<file path="src/hw/rtl/scp_pkg.sv">
// Shared types and constants of the sine/cosine pipeline.
// Depends on nothing; every other file of the block imports it.
`default_nettype none

package scp_pkg;

    typedef struct packed {
        logic signed [31:0] angle;
        logic               last_in;
    } scp_in_t;

    typedef struct packed {
        logic signed [31:0] sin_value;
        logic signed [31:0] cos_value;
        logic               last_out;
    } scp_out_t;

    // Quadrant codes taken from the top two phase bits.
    localparam logic [1:0] QUAD_0 = 2'd0;
    localparam logic [1:0] QUAD_1 = 2'd1;
    localparam logic [1:0] QUAD_2 = 2'd2;
    localparam logic [1:0] QUAD_3 = 2'd3;

    typedef struct packed {
        logic [1:0] quad;
        logic       last;
    } scp_side_t;

    // round(2^32 / (2*pi)) and round(pi/2 * 2^30).
    localparam logic [29:0] INV_TWO_PI_K = 30'd683565276;
    localparam logic [30:0] PI_HALF_Q30  = 31'd1686629713;
    localparam logic [30:0] ONE_Q30_U    = 31'h4000_0000;

    localparam int ACC_W    = 48;
    localparam int HI_W     = ACC_W - 32;
    localparam int NUM_COEF = 8;

    typedef logic signed [ACC_W-1:0] acc_t;

    // Even polynomial coefficients in Q40, lowest order first.
    localparam acc_t POLY_Q40 [NUM_COEF] = '{
        48'sd1099511627776,
        -48'sd549755813888,
        48'sd45812984490,
        -48'sd1527099480,
        48'sd27269629,
        -48'sd302992,
        48'sd2293,
        -48'sd12
    };

    // Argument and square stages, then two stages per Horner step.
    localparam int POLY_LAT = 2 + 2 * (NUM_COEF - 1);

endpackage

`default_nettype wire

</file>
<file path="src/hw/rtl/scp_phase.sv">
// Angle reduction: multiplies by 1/(2*pi) and keeps the fraction of a turn.
// Depends on scp_pkg.
`default_nettype none

module scp_phase
    import scp_pkg::*;
(
    input  wire logic        clk,
    input  wire logic        rst_n,
    input  wire logic        in_valid,
    input  wire scp_in_t     arg,
    output logic             out_valid,
    output logic [31:0]      phase,
    output logic             last
);

    logic signed [62:0] prod;
    logic               valid_reg;
    logic [31:0]        phase_reg;
    logic [31:0]        phase_next;
    logic               last_reg;

    // Signed product; the low 32 bits of the integer part wrap, which
    // handles negative angles as well.
    assign prod       = arg.angle * $signed({1'b0, INV_TWO_PI_K});
    assign phase_next = prod[55:24];

    always_ff @(posedge clk or negedge rst_n)
    begin
        if (!rst_n)
        begin
            valid_reg <= 1'b0;
        end
        else
        begin
            valid_reg <= in_valid;
        end
    end

    always_ff @(posedge clk)
    begin
        phase_reg <= phase_next;
        last_reg  <= arg.last_in;
    end

    assign out_valid = valid_reg;
    assign phase     = phase_reg;
    assign last      = last_reg;

endmodule

`default_nettype wire

</file>
<file path="config.mk">
export PLATFORM = sky130hd
export DESIGN_NAME = scp_phase
export DESIGN_NICKNAME = d
export VERILOG_FILES = /design/src/hw/rtl/scp_pkg.sv /design/src/hw/rtl/scp_phase.sv
export SDC_FILE = /design/constraint.sdc
export NUM_CORES = 1
export LEC_CHECK = 0
export ABC_AREA = 1
export BUFFER_PORTS_ARGS = -buffer_cell sky130_fd_sc_hd__buf_2
export CAP_MARGIN = 10
export CORE_MARGIN = 2
export CORE_UTILIZATION = 30
export DETAILED_ROUTE_END_ITERATION = 8
export SLEW_MARGIN = 20
export SYNTH_ARGS = -nofsm -noshare
export SYNTH_HDL_FRONTEND = slang
export SYNTH_SLANG_ARGS = --single-unit
</file>
<file path="constraint.sdc">
create_clock -name clk -period 0.8 [get_ports clk]
set_input_delay 0.12 -clock clk [delete_from_list [all_inputs] [get_ports clk]]
set_output_delay 0.12 -clock clk [all_outputs]
set_load 0.02 [all_outputs]
</file>
=== After elaboration in Yosys (flattened, before gate mapping) ===
Cells that the tools add are included.

* Multipliers: 1

{| class="wikitable"
|+ Operator list
! operator !! count
|-
| $mul A32 B29 Y54 const B || 1
|}

* Flip-flop bits (word level): 34
* Input bits: 36
* Output and inout port bits: 34
* Logic and storage cells: 4

=== Depth between registers and ports, before layout ===
Gate-level depths: netlist (run 1).

* Depth after elaboration: 1
* Depth in mapped cells: 27
* Mapped depth without buffers: 27

=== Worst setup path before layout (run 1) ===
Ideal clock, no wire load.

* Path kind: input-to-reg
* Start: in arg[32] in the netlist's numbering
* End: reg phase_reg[20], in the netlist phase[20]
* Library setup time: 0.113 ns
* Arrival time: 5.561 ns
* Required time: 0.687 ns
* Setup slack: -4.874 ns
* Cell stages on the path: 20
* Path buffers: 1
* Cell sequence: buf_4 inv_1 fa_1 inv_1 fa_1 fa_1 fa_1 fa_1 inv_1 fa_1 inv_1 ha_1 nand2_2 nor2_2 inv_1 nor2_2 and2_1 nand3_1 nand4_1 nand2_1

* Word-level cells in the longest chain between the ends: 1

{| class="wikitable"
|+ RTL lines
! what !! line !! RTL
|-
| start, declared || scp_phase.sv:11 || <nowiki>input wire scp_in_t arg,</nowiki>
|-
| $mul A32 B29 Y54 || scp_phase.sv:25 || <nowiki>assign prod = arg.angle * $signed({1'b0, INV_TWO_PI_K});</nowiki>
|-
| named net prod[44] || scp_phase.sv:17 || <nowiki>logic signed [62:0] prod;</nowiki>
|-
| end signal, assigned || scp_phase.sv:42 || <nowiki>phase_reg <= phase_next;</nowiki>
|-
| end, declared || scp_phase.sv:19 || <nowiki>logic [31:0] phase_reg;</nowiki>
|}

The timed path passes the listed nets, and every way through them passes these cells.

=== Final worst setup path (run 1) ===
* Start: in arg[10] in the netlist's numbering
* End: reg phase_reg[29], in the netlist phase[29]

Same word-level chain as after synthesis.

==> results of run 1 <==
routing by layer:
metal  up-vias  share of wire [%]
met1      7269                 45
met2       245                 49
met4         0                1.4
li1       7353                  -
met5         -                  0
met3        37                4.5
cell families after synthesis:
family	Yosys count
buffers and inverters	859
adders and majority gates	701
and+or+nand+nor	617
AOI/OAI and AO/OA	63
DFF	34
xor gates and xnor gates	25
path summary, 6_finish.rpt:
| path | endpoint | slack, ns | cells after the start | startpoint |
|---|---|---|---|---|
| setup / recovery | phase[29] | -4.75 | 26 | arg[10] |
| hold / removal | out_valid | 0.14 | 2 | rst_n |
| max in group asynchronous | out_valid | 0.57 | 2 | rst_n |
| min in group clk | out_valid | 0.49 | 2 | in_valid |
timing repair:
action                                 CTS  global route
endpoints found under the hold margin    3             0
setup endpoints to repair               66            66
setup buffers                           30            20
pin swaps                              120           124
resized for setup                      277           221
hold buffers                             3             0
per-stage QoR:
stage / hold slack, ns / instances / TNS, ns / setup slack [ns]
final: 0.1418 / 3560 / -150.27 / -4.750
after global routing: 0.1354 / 3560 / -157.16 / -4.958
after CTS: 0.1314 / 3543 / -153.16 / -4.820
after detailed placement: -0.1042 / 3504 / -160.96 / -5.134
after global placement: -0.1059 / 3504 / -160.72 / -5.120
after floorplan: -0.1756 / 2299 / -139.62 / -4.489
critical path, stage by stage:
cell        delay (ns)
buf_8             0.08
clkinvlp_4        0.10
buf_6             0.14
fa_1              0.49
inv_1             0.05
fa_1              0.49
ha_2              0.17
inv_2             0.05
fa_1              0.52
inv_2             0.04
fa_1              0.59
fa_1              0.45
fa_1              0.51
inv_1             0.05
fa_2              0.57
inv_2             0.05
ha_4              0.29
nand2_4           0.08
nor2_2            0.12
inv_2             0.10
nor2_4            0.15
nand2_1           0.09
nor2_2            0.09
nand2_2           0.10
nand4_1           0.10
nand2_1           0.09
final cells by class:
type / count / area [um^2] / area share (%)
multi-input combinational: 1406 / 16820 / 65.94
clock inverter: 3 / 68.82 / 0.2698
tap: 846 / 1059 / 4.149
clock buffer: 5 / 125.1 / 0.4905
inverter: 857 / 3319 / 13.01
timing repair buffer: 409 / 3388 / 13.28
sequential: 34 / 728.2 / 2.854
cells in the mapped netlist (10+ instances only):
master	instances	area share, %
dfxtp_1	33	3.5
nor3_1	11	0.29
xnor2_1	11	0.51
inv_1	847	17
nand2_1	420	8.3
nor2_1	60	1.2
xor2_1	14	0.65
a21oi_1	45	1.2
nand4_1	12	0.40
inv_2	10	0.20
nor2_2	23	0.76
ha_1	290	19
nand2_2	13	0.43
nand3_1	58	1.5
fa_1	411	43
==> results.json, run 1 <==
{
  "outcome": "complete, but fails checks",
  "violations": "setup timing",
  "crit_path_end_kind": "flop",
  "dpl.hpwl_mm": 51.39,
  "rsz0062_at_grt": "yes",
  "gp_congestion": 0.9257,
  "synth-async-reset-ratio_pct": 2.941,
  "max-slew-margin-rel_pct": 78.96,
  "num_antenna_cells": 0,
  "use_met3_pct": 2.450,
  "cts.sinks": 34,
  "crit_required_ns": 0.96,
  "yosysSeqAreaShare_pct": 3.616,
  "layout_commonest_cell": "inv_1",
  "coreArea_mm2": 0.06274,
  "die_x_um": 255.4,
  "largest_reg_flops": 32,
  "syn_inst": 2299,
  "num_rows": 92,
  "ant_nets": 0,
  "min_path_type": "input port to asynchronous set/reset pin",
  "io_pins": 70,
  "period_share_pct": 693.7,
  "antenna_found_initial": 0,
  "cp_data_arrival_time_ns": 5.71,
  "muxShareOfSynthArea_pct": 0,
  "drive_above_1_share_pct": 31.58,
  "cts_buffer_depth": 2,
  "grt_pass1_wl_mm": 91.06,
  "synth_edf_count": 0,
  "synth_top_family_by_area": "adder cells",
  "max_freq_mhz": 180.2,
  "finalHoldViolations": 0,
  "gr-total-overflow": 0,
  "synth_compound_area_share_pct": 1.795,
  "grt_usage_pct": 18.02,
  "drc_errors": 0,
  "final_area_mm2": 0.02551,
  "synthAdderAreaFrac_pct": 62.52,
  "dr.first_iter.drc_count": 744,
  "start_kind": "input port",
  "ys_ff_latch": 34,
  "period_needed_ns": 5.550,
  "slew_viol_final": 0,
  "final_util_pct": 40.66,
  "synth.distinct_cells": 29,
  "placed_area_mm2": 0.02324,
  "grt_max_degree": 20,
  "worst_slack_ns": -4.750,
  "crit_type": "input port to flop",
  "synthXorXnorAreaFrac_pct": 1.155,
  "die_y_um": 255.4,
  "design.die.area_mm2": 0.06524,
  "max_slew.worst_pin.slew_ns": 0.3156,
  "synthFlopType": "dfxtp_1",
  "postSynthAreaPerCell_um2": 8.248,
  "via_per_inst": 4.187,
  "wire_per_inst_um": 15.76,
  "cts.clk_slew.worst_paths_ns": 0.06,
  "finalSetupViolCount": 66,
  "htree_levels": 2,
  "syn_to_final_growth_pct": 34.53,
  "grt_use_met1_pct": 24.27,
  "synth-simple-area-share_pct": 13.89,
  "drt_wl_total_mm": 56.11,
  "synth_area_mm2": 0.01896,
  "cts_root_buf": "clkbuf_16",
  "dr.pass1.iters": 5,
  "nNetsFinal": 3450,
  "cts_made_buffers": 5,
  "syn_nets": 3036,
  "grt_pass1_vias": 16631,
  "initial_core_util_pct": 30.23,
  "drv_cap": 0,
  "fillers": 6253,
  "vias": 14904,
  "path_max_fanout": 5,
  "final_cell_mix": "inv_1, fa_1, nand2_1",
  "synth_warnings": 0,
  "grtUsageMet2_pct": 31.44,
  "port_buffers": 69,
  "cts_tree": "yes",
  "top_usage_layer": "met2"
}
Power of run 1 is left out: the tool's default activity adds up to more than one toggle a clock period on the data nets, which glitch-free logic cannot reach.
==> inputs of run 2 (changes only) <==
--- a/config.mk
+++ b/config.mk
@@ -5,10 +5,9 @@
 export SDC_FILE = /design/constraint.sdc
 export NUM_CORES = 1
 export LEC_CHECK = 0
-export ABC_AREA = 1
 export BUFFER_PORTS_ARGS = -buffer_cell sky130_fd_sc_hd__buf_2
 export CAP_MARGIN = 10
-export CORE_MARGIN = 2
+export CORE_MARGIN = 3
 export CORE_UTILIZATION = 30
 export DETAILED_ROUTE_END_ITERATION = 8
 export SLEW_MARGIN = 20
==> results.json, run 2 <==
{
  "outcome": "complete, but fails checks",
  "violations": "setup timing",
  "endpoint": "phase[30]",
  "ant_nets": 0,
  "grt_pass1_vias": 14639,
  "htree_levels": 2,
  "synth_top_cell_by_area": "fa_1",
  "largest_reg_flops": 32,
  "hold_ws_ns": 0.1401,
  "wire_per_inst_um": 16.57,
  "synth_area_mm2": 0.01723,
  "crit_type": "input port to flop",
  "via_per_inst": 4.367,
  "cts_root_buf": "clkbuf_16",
  "cp_top_family": "adder cells",
  "initial_core_util_pct": 30.44,
  "crit_path_end_kind": "flop",
  "postSynthAreaPerCell_um2": 9.936,
  "drv_cap": 0,
  "dpl.hpwl_mm": 45.37,
  "cp_data_arrival_time_ns": 6.22,
  "grt_pass1_wl_mm": 79.48,
  "cts_tree": "yes",
  "syn_to_final_growth_pct": 37.21,
  "gr-total-overflow": 0,
  "start_kind": "input port",
  "cp_common_cell": "fa_1",
  "worst-path-stages": 25,
  "vias": 12952,
  "die_y_um": 245.6,
  "placed_area_mm2": 0.02164,
  "synth_top_cells_by_count": "inv_1, fa_1, ha_1, a21oi_1, nand2_1",
  "grt_usage_pct": 16.92,
  "yosysSeqAreaShare_pct": 3.980,
  "synth_edf_count": 0,
  "cp-startpoint": "arg[8]",
  "final_cell_mix": "inv_1, fa_1, buf_4",
  "netlist_top_cells_area": "fa_1, ha_1, inv_1",
  "dp.cells": 2900,
  "worst-path-buf-inv": 10,
  "worst_slack_ns": -5.210,
  "drt_wl_total_mm": 49.15,
  "max_freq_mhz": 166.4,
  "layout_commonest_cell": "inv_1",
  "drc_errors": 0,
  "dr.pass1.iters": 4,
  "nNetsFinal": 2941,
  "ys_ff_latch": 34,
  "coreArea_mm2": 0.05660,
  "dr.first_iter.drc_count": 665,
  "netlist.area_leader.share_pct": 47.76,
  "final_area_mm2": 0.02364,
  "finalSetupViolCount": 66,
  "max_slew.worst_pin.slew_ns": 0.4307,
  "cts_buffer_depth": 2,
  "max-slew-margin-rel_pct": 71.29,
  "synthFlopType": "dfxtp_1",
  "cpPeakStageDelay_ns": 0.55,
  "post-place-ws_ns": -5.692,
  "crit_required_ns": 1.01,
  "slew_viol_final": 0,
  "period_share_pct": 751.3,
  "grt_max_degree": 29,
  "period_needed_ns": 6.010,
  "cts_made_buffers": 5,
  "drive_above_1_share_pct": 33.65,
  "design.die.area_mm2": 0.06034,
  "synth-async-reset-ratio_pct": 2.941,
  "final_cells": 2966,
  "cpMaxStageDelayCell": "fa_2",
  "die_x_um": 245.6,
  "rsz0062_at_grt": "yes",
  "path_max_fanout": 4,
  "synth_warnings": 0,
  "yosysMostFrequentCell": "inv_1",
  "cts.sinks": 34,
  "antenna_found_initial": 6,
  "syn_inst": 1734,
  "num_rows": 87,
  "finalHoldViolations": 0,
  "min_path_type": "input port to asynchronous set/reset pin",
  "io_pins": 70,
  "syn_nets": 2471,
  "cts.clk_slew.worst_paths_ns": 0.06,
  "synth.distinct_cells": 63,
  "port_buffers": 69,
  "gp_congestion": 0.9151
}
==> run 2: changes by cell type after synthesis, sizes merged, moves of 10 or more <==
cell    previous run  this run
a211oi             0        10
a21o               0        15
nor3              17         7
o21ai              8        36
clkbuf             1        13
xnor2             11        32
inv              857       630
nor2              87        25
nand3             61        11
nand2            433        46
==> run 2: metrics by stage <==
stage	utilization [%]	TNS [ns]
2_1_floorplan	-	-152.21
3_3_place_gp	38.22	-172.24
3_5_place_dp	38.22	-173.97
4_1_cts	40.68	-162.50
5_1_grt	41.74	-166.67
6_report	41.76	-160.06
==> run 2: kinds of logic (layout without fill, tap and decap cells) <==
logic type,Yosys count,in the layout,share of synthesized area [%]
other,0,5,0
buffers and inverters,646,1117,14.10
muxes,3,3,0.1743
AOI/OAI and AO/OA,165,165,6.471
and+or+nand+nor,137,137,4.016
adders and majority gates,701,701,68.82
xor gates and xnor gates,48,48,2.440
DFF,34,34,3.980
==> run 2: final cells by class <==
type | count | area (um^2)
Fill cell | 5455 | 32960
Multi-Input combinational cell | 1054 | 15410
Timing Repair Buffer | 479 | 3973
Inverter | 630 | 2420
Tap cell | 756 | 945.9
Sequential cell | 34 | 726.9
Clock buffer | 7 | 142.6
Antenna cell | 5 | 12.51
Clock inverter | 1 | 5.005
==> run 2: repair_timing <==
action	in CTS	in global routing
gates resized for setup	257	100
hold buffers	3	0
hold endpoints to repair	3	0
setup endpoints to repair	66	66
setup buffers	28	23
pin swaps	98	82
==> run 2: layer usage <==
metal	up-vias	part of all wire (%)	GRT usage, %
met5	-	0.035	0
met4	4	1.6	2.240
met3	56	5.0	3.173
met2	217	48	28.26
met1	6558	46	23.42
li1	6117	-	-
==> run 2: worst min-delay path by stage <==
stage / to / slack [ns] / depth (start not counted)
2_1_floorplan: out_valid / -0.18 / 0
3_3_place_gp: out_valid / -0.11 / 1
3_5_place_dp: out_valid / -0.10 / 1
4_1_cts: out_valid / 0.12 / 2
5_1_grt: out_valid / 0.14 / 2
6_report: out_valid / 0.14 / 2
Power of run 2 is left out for the same reason.
==> inputs of run 3 (changes only) <==
--- a/config.mk
+++ b/config.mk
@@ -10,6 +10,7 @@
 export CORE_MARGIN = 3
 export CORE_UTILIZATION = 30
 export DETAILED_ROUTE_END_ITERATION = 8
+export PLACE_DENSITY_LB_ADDON = 0.15
 export SLEW_MARGIN = 20
 export SYNTH_ARGS = -nofsm -noshare
 export SYNTH_HDL_FRONTEND = slang
==> constraint.sdc (replaced) <==
create_clock -name clk -period 6.7 [get_ports clk]
set_input_delay 1.005 -clock clk [delete_from_list [all_inputs] [get_ports clk]]
set_output_delay 1.005 -clock clk [all_outputs]
set_load 0.02 [all_outputs]
==> results.json, run 3 (synthesis gave the netlist of run 2 again) <==
{
  "outcome": "complete, but fails checks",
  "violations": "setup timing",
  "grt_use_met1_pct": 24.36,
  "crit_type": "input port to flop",
  "die_y_um": 245.6,
  "finalHoldViolations": 0,
  "use_met3_pct": 1.919,
  "initial_core_util_pct": 30.44,
  "largest_reg_flops": 32,
  "final_cell_mix": "inv_1, fa_1, buf_4",
  "grt_usage_pct": 17.58,
  "io_pins": 70,
  "cts.sinks": 34,
  "final_area_mm2": 0.02288,
  "rsz0062_at_grt": "yes",
  "path_max_fanout": 4,
  "drv_cap": 0,
  "multiInputGateArea_mm2": 0.01508,
  "dr.pass1.iters": 4,
  "grt_max_degree": 27,
  "dr.first_iter.drc_count": 462,
  "period_needed_ns": 6.962,
  "crit_required_ns": 6.93,
  "top_usage_layer": "met2",
  "cts.clk_slew.worst_paths_ns": 0.06,
  "final_util_pct": 40.41,
  "placed_area_mm2": 0.02124,
  "max_slew.worst_pin.slew_ns": 0.4677,
  "die_x_um": 245.6,
  "num_rows": 87,
  "crit_path_end_kind": "flop",
  "htree_levels": 2,
  "start_kind": "input port",
  "drt_wl_total_mm": 51.51,
  "nNetsFinal": 2929,
  "gp_congestion": 0.8592,
  "ant_nets": 0,
  "finalSetupViolCount": 20,
  "cp_data_arrival_time_ns": 7.19,
  "drive_above_1_share_pct": 29.82,
  "gr-total-overflow": 0,
  "grt_pass1_vias": 14353,
  "syn_to_final_growth_pct": 32.77,
  "cts_tree": "yes",
  "drc_errors": 0,
  "cts_buffer_depth": 2,
  "max-slew-margin-rel_pct": 68.49,
  "worst_slack_ns": -0.2617,
  "wire_per_inst_um": 17.46,
  "min_path_type": "input port to asynchronous set/reset pin",
  "vias": 12718,
  "layout_commonest_cell": "inv_1",
  "cts_root_buf": "clkbuf_16",
  "via_per_inst": 4.310,
  "port_buffers": 69,
  "dpl.hpwl_mm": 47.91,
  "grt_pass1_wl_mm": 80.45,
  "coreArea_mm2": 0.05660,
  "cts_made_buffers": 5,
  "design.die.area_mm2": 0.06034,
  "register_area_um2": 685.7,
  "fillers": 5779,
  "max_freq_mhz": 143.6,
  "grtUsageMet2_pct": 30.08,
  "period_share_pct": 103.9,
  "antenna_found_initial": 4,
  "slew_viol_final": 0
}
## run 3: cell count changes in the layout (fill, tap and decap cells not counted), sizes merged
cell / before / now
clkbuf: 9 / 7
clkinvlp: 14 / 11
bufinv: 0 / 2
buf: 474 / 465
inv: 616 / 619
dlygate4sd3: 3 / 0
diode: 5 / 2
## run 3: worst max-delay path: stages
cell and delay, ns:
buf_8 0.09, clkinvlp_4 0.12, fa_1 0.54, fa_1 0.43, inv_1 0.07, ha_2 0.17, inv_2 0.04, fa_1 0.54
inv_2 0.04, fa_1 0.56, fa_1 0.44, fa_1 0.49, inv_1 0.05, fa_1 0.53, inv_2 0.06, ha_4 0.22
buf_6 0.12, a21o_4 0.22, a211oi_4 0.26, buf_4 0.15, a22oi_2 0.06, a311oi_2 0.21, buf_4 0.20, nor2_2 0.05
a311oi_2 0.26, buf_4 0.16, xnor2_1 0.10
## run 3: how the worst max path moves through the flow
stage                            to   start  depth (start not counted)
after detailed placement  phase[28]  arg[3]                         23
after global routing      phase[30]  arg[8]                         26
after floorplan           phase[30]  arg[8]                         22
final                     phase[25]  arg[7]                         27
after global placement    phase[28]  arg[3]                         23
after CTS                 phase[24]  arg[7]                         25
## run 3: layout make-up
type                            count  share of cell area (%)
Inverter                          630                   10.55
Multi-Input combinational cell   1054                   65.91
Clock buffer                        5                  0.5470
Sequential cell                    34                   2.997
Tap cell                          756                   4.135
Timing Repair Buffer              467                   15.53
Clock inverter                      3                  0.3008
Antenna cell                        2                 0.02188
## run 3: layer usage
metal | vias up | part of all wire, % | wire, um
li1 | 6099 | - | -
met1 | 6432 | 47 | 24190
met2 | 147 | 48 | 24980
met3 | 38 | 2.8 | 1423
met4 | 2 | 1.8 | 908
met5 | - | 0.025 | 13
## run 3: through the flow
stage,setup slack (ns),setup TNS (ns),cells,hold WS (ns)
after floorplan,-0.08130,-0.2395,1734,0.7094
after global placement,-0.8145,-16.61,2894,0.7791
after detailed placement,-0.8294,-17.30,2894,0.7815
after CTS,-0.2941,-3.401,2932,0.4643
after global routing,-0.4342,-6.806,2950,0.4694
final,-0.2617,-2.491,2951,0.4793
## run 3: what timing repair did
action / in CTS / in global routing
hold buffers: 0 / 0
cloned: 0 / 0
endpoints found under the setup margin: 26 / 30
setup buffers: 31 / 23
resized for setup: 114 / 126
pin swaps: 65 / 93
Power of run 3 is left out for the same reason.
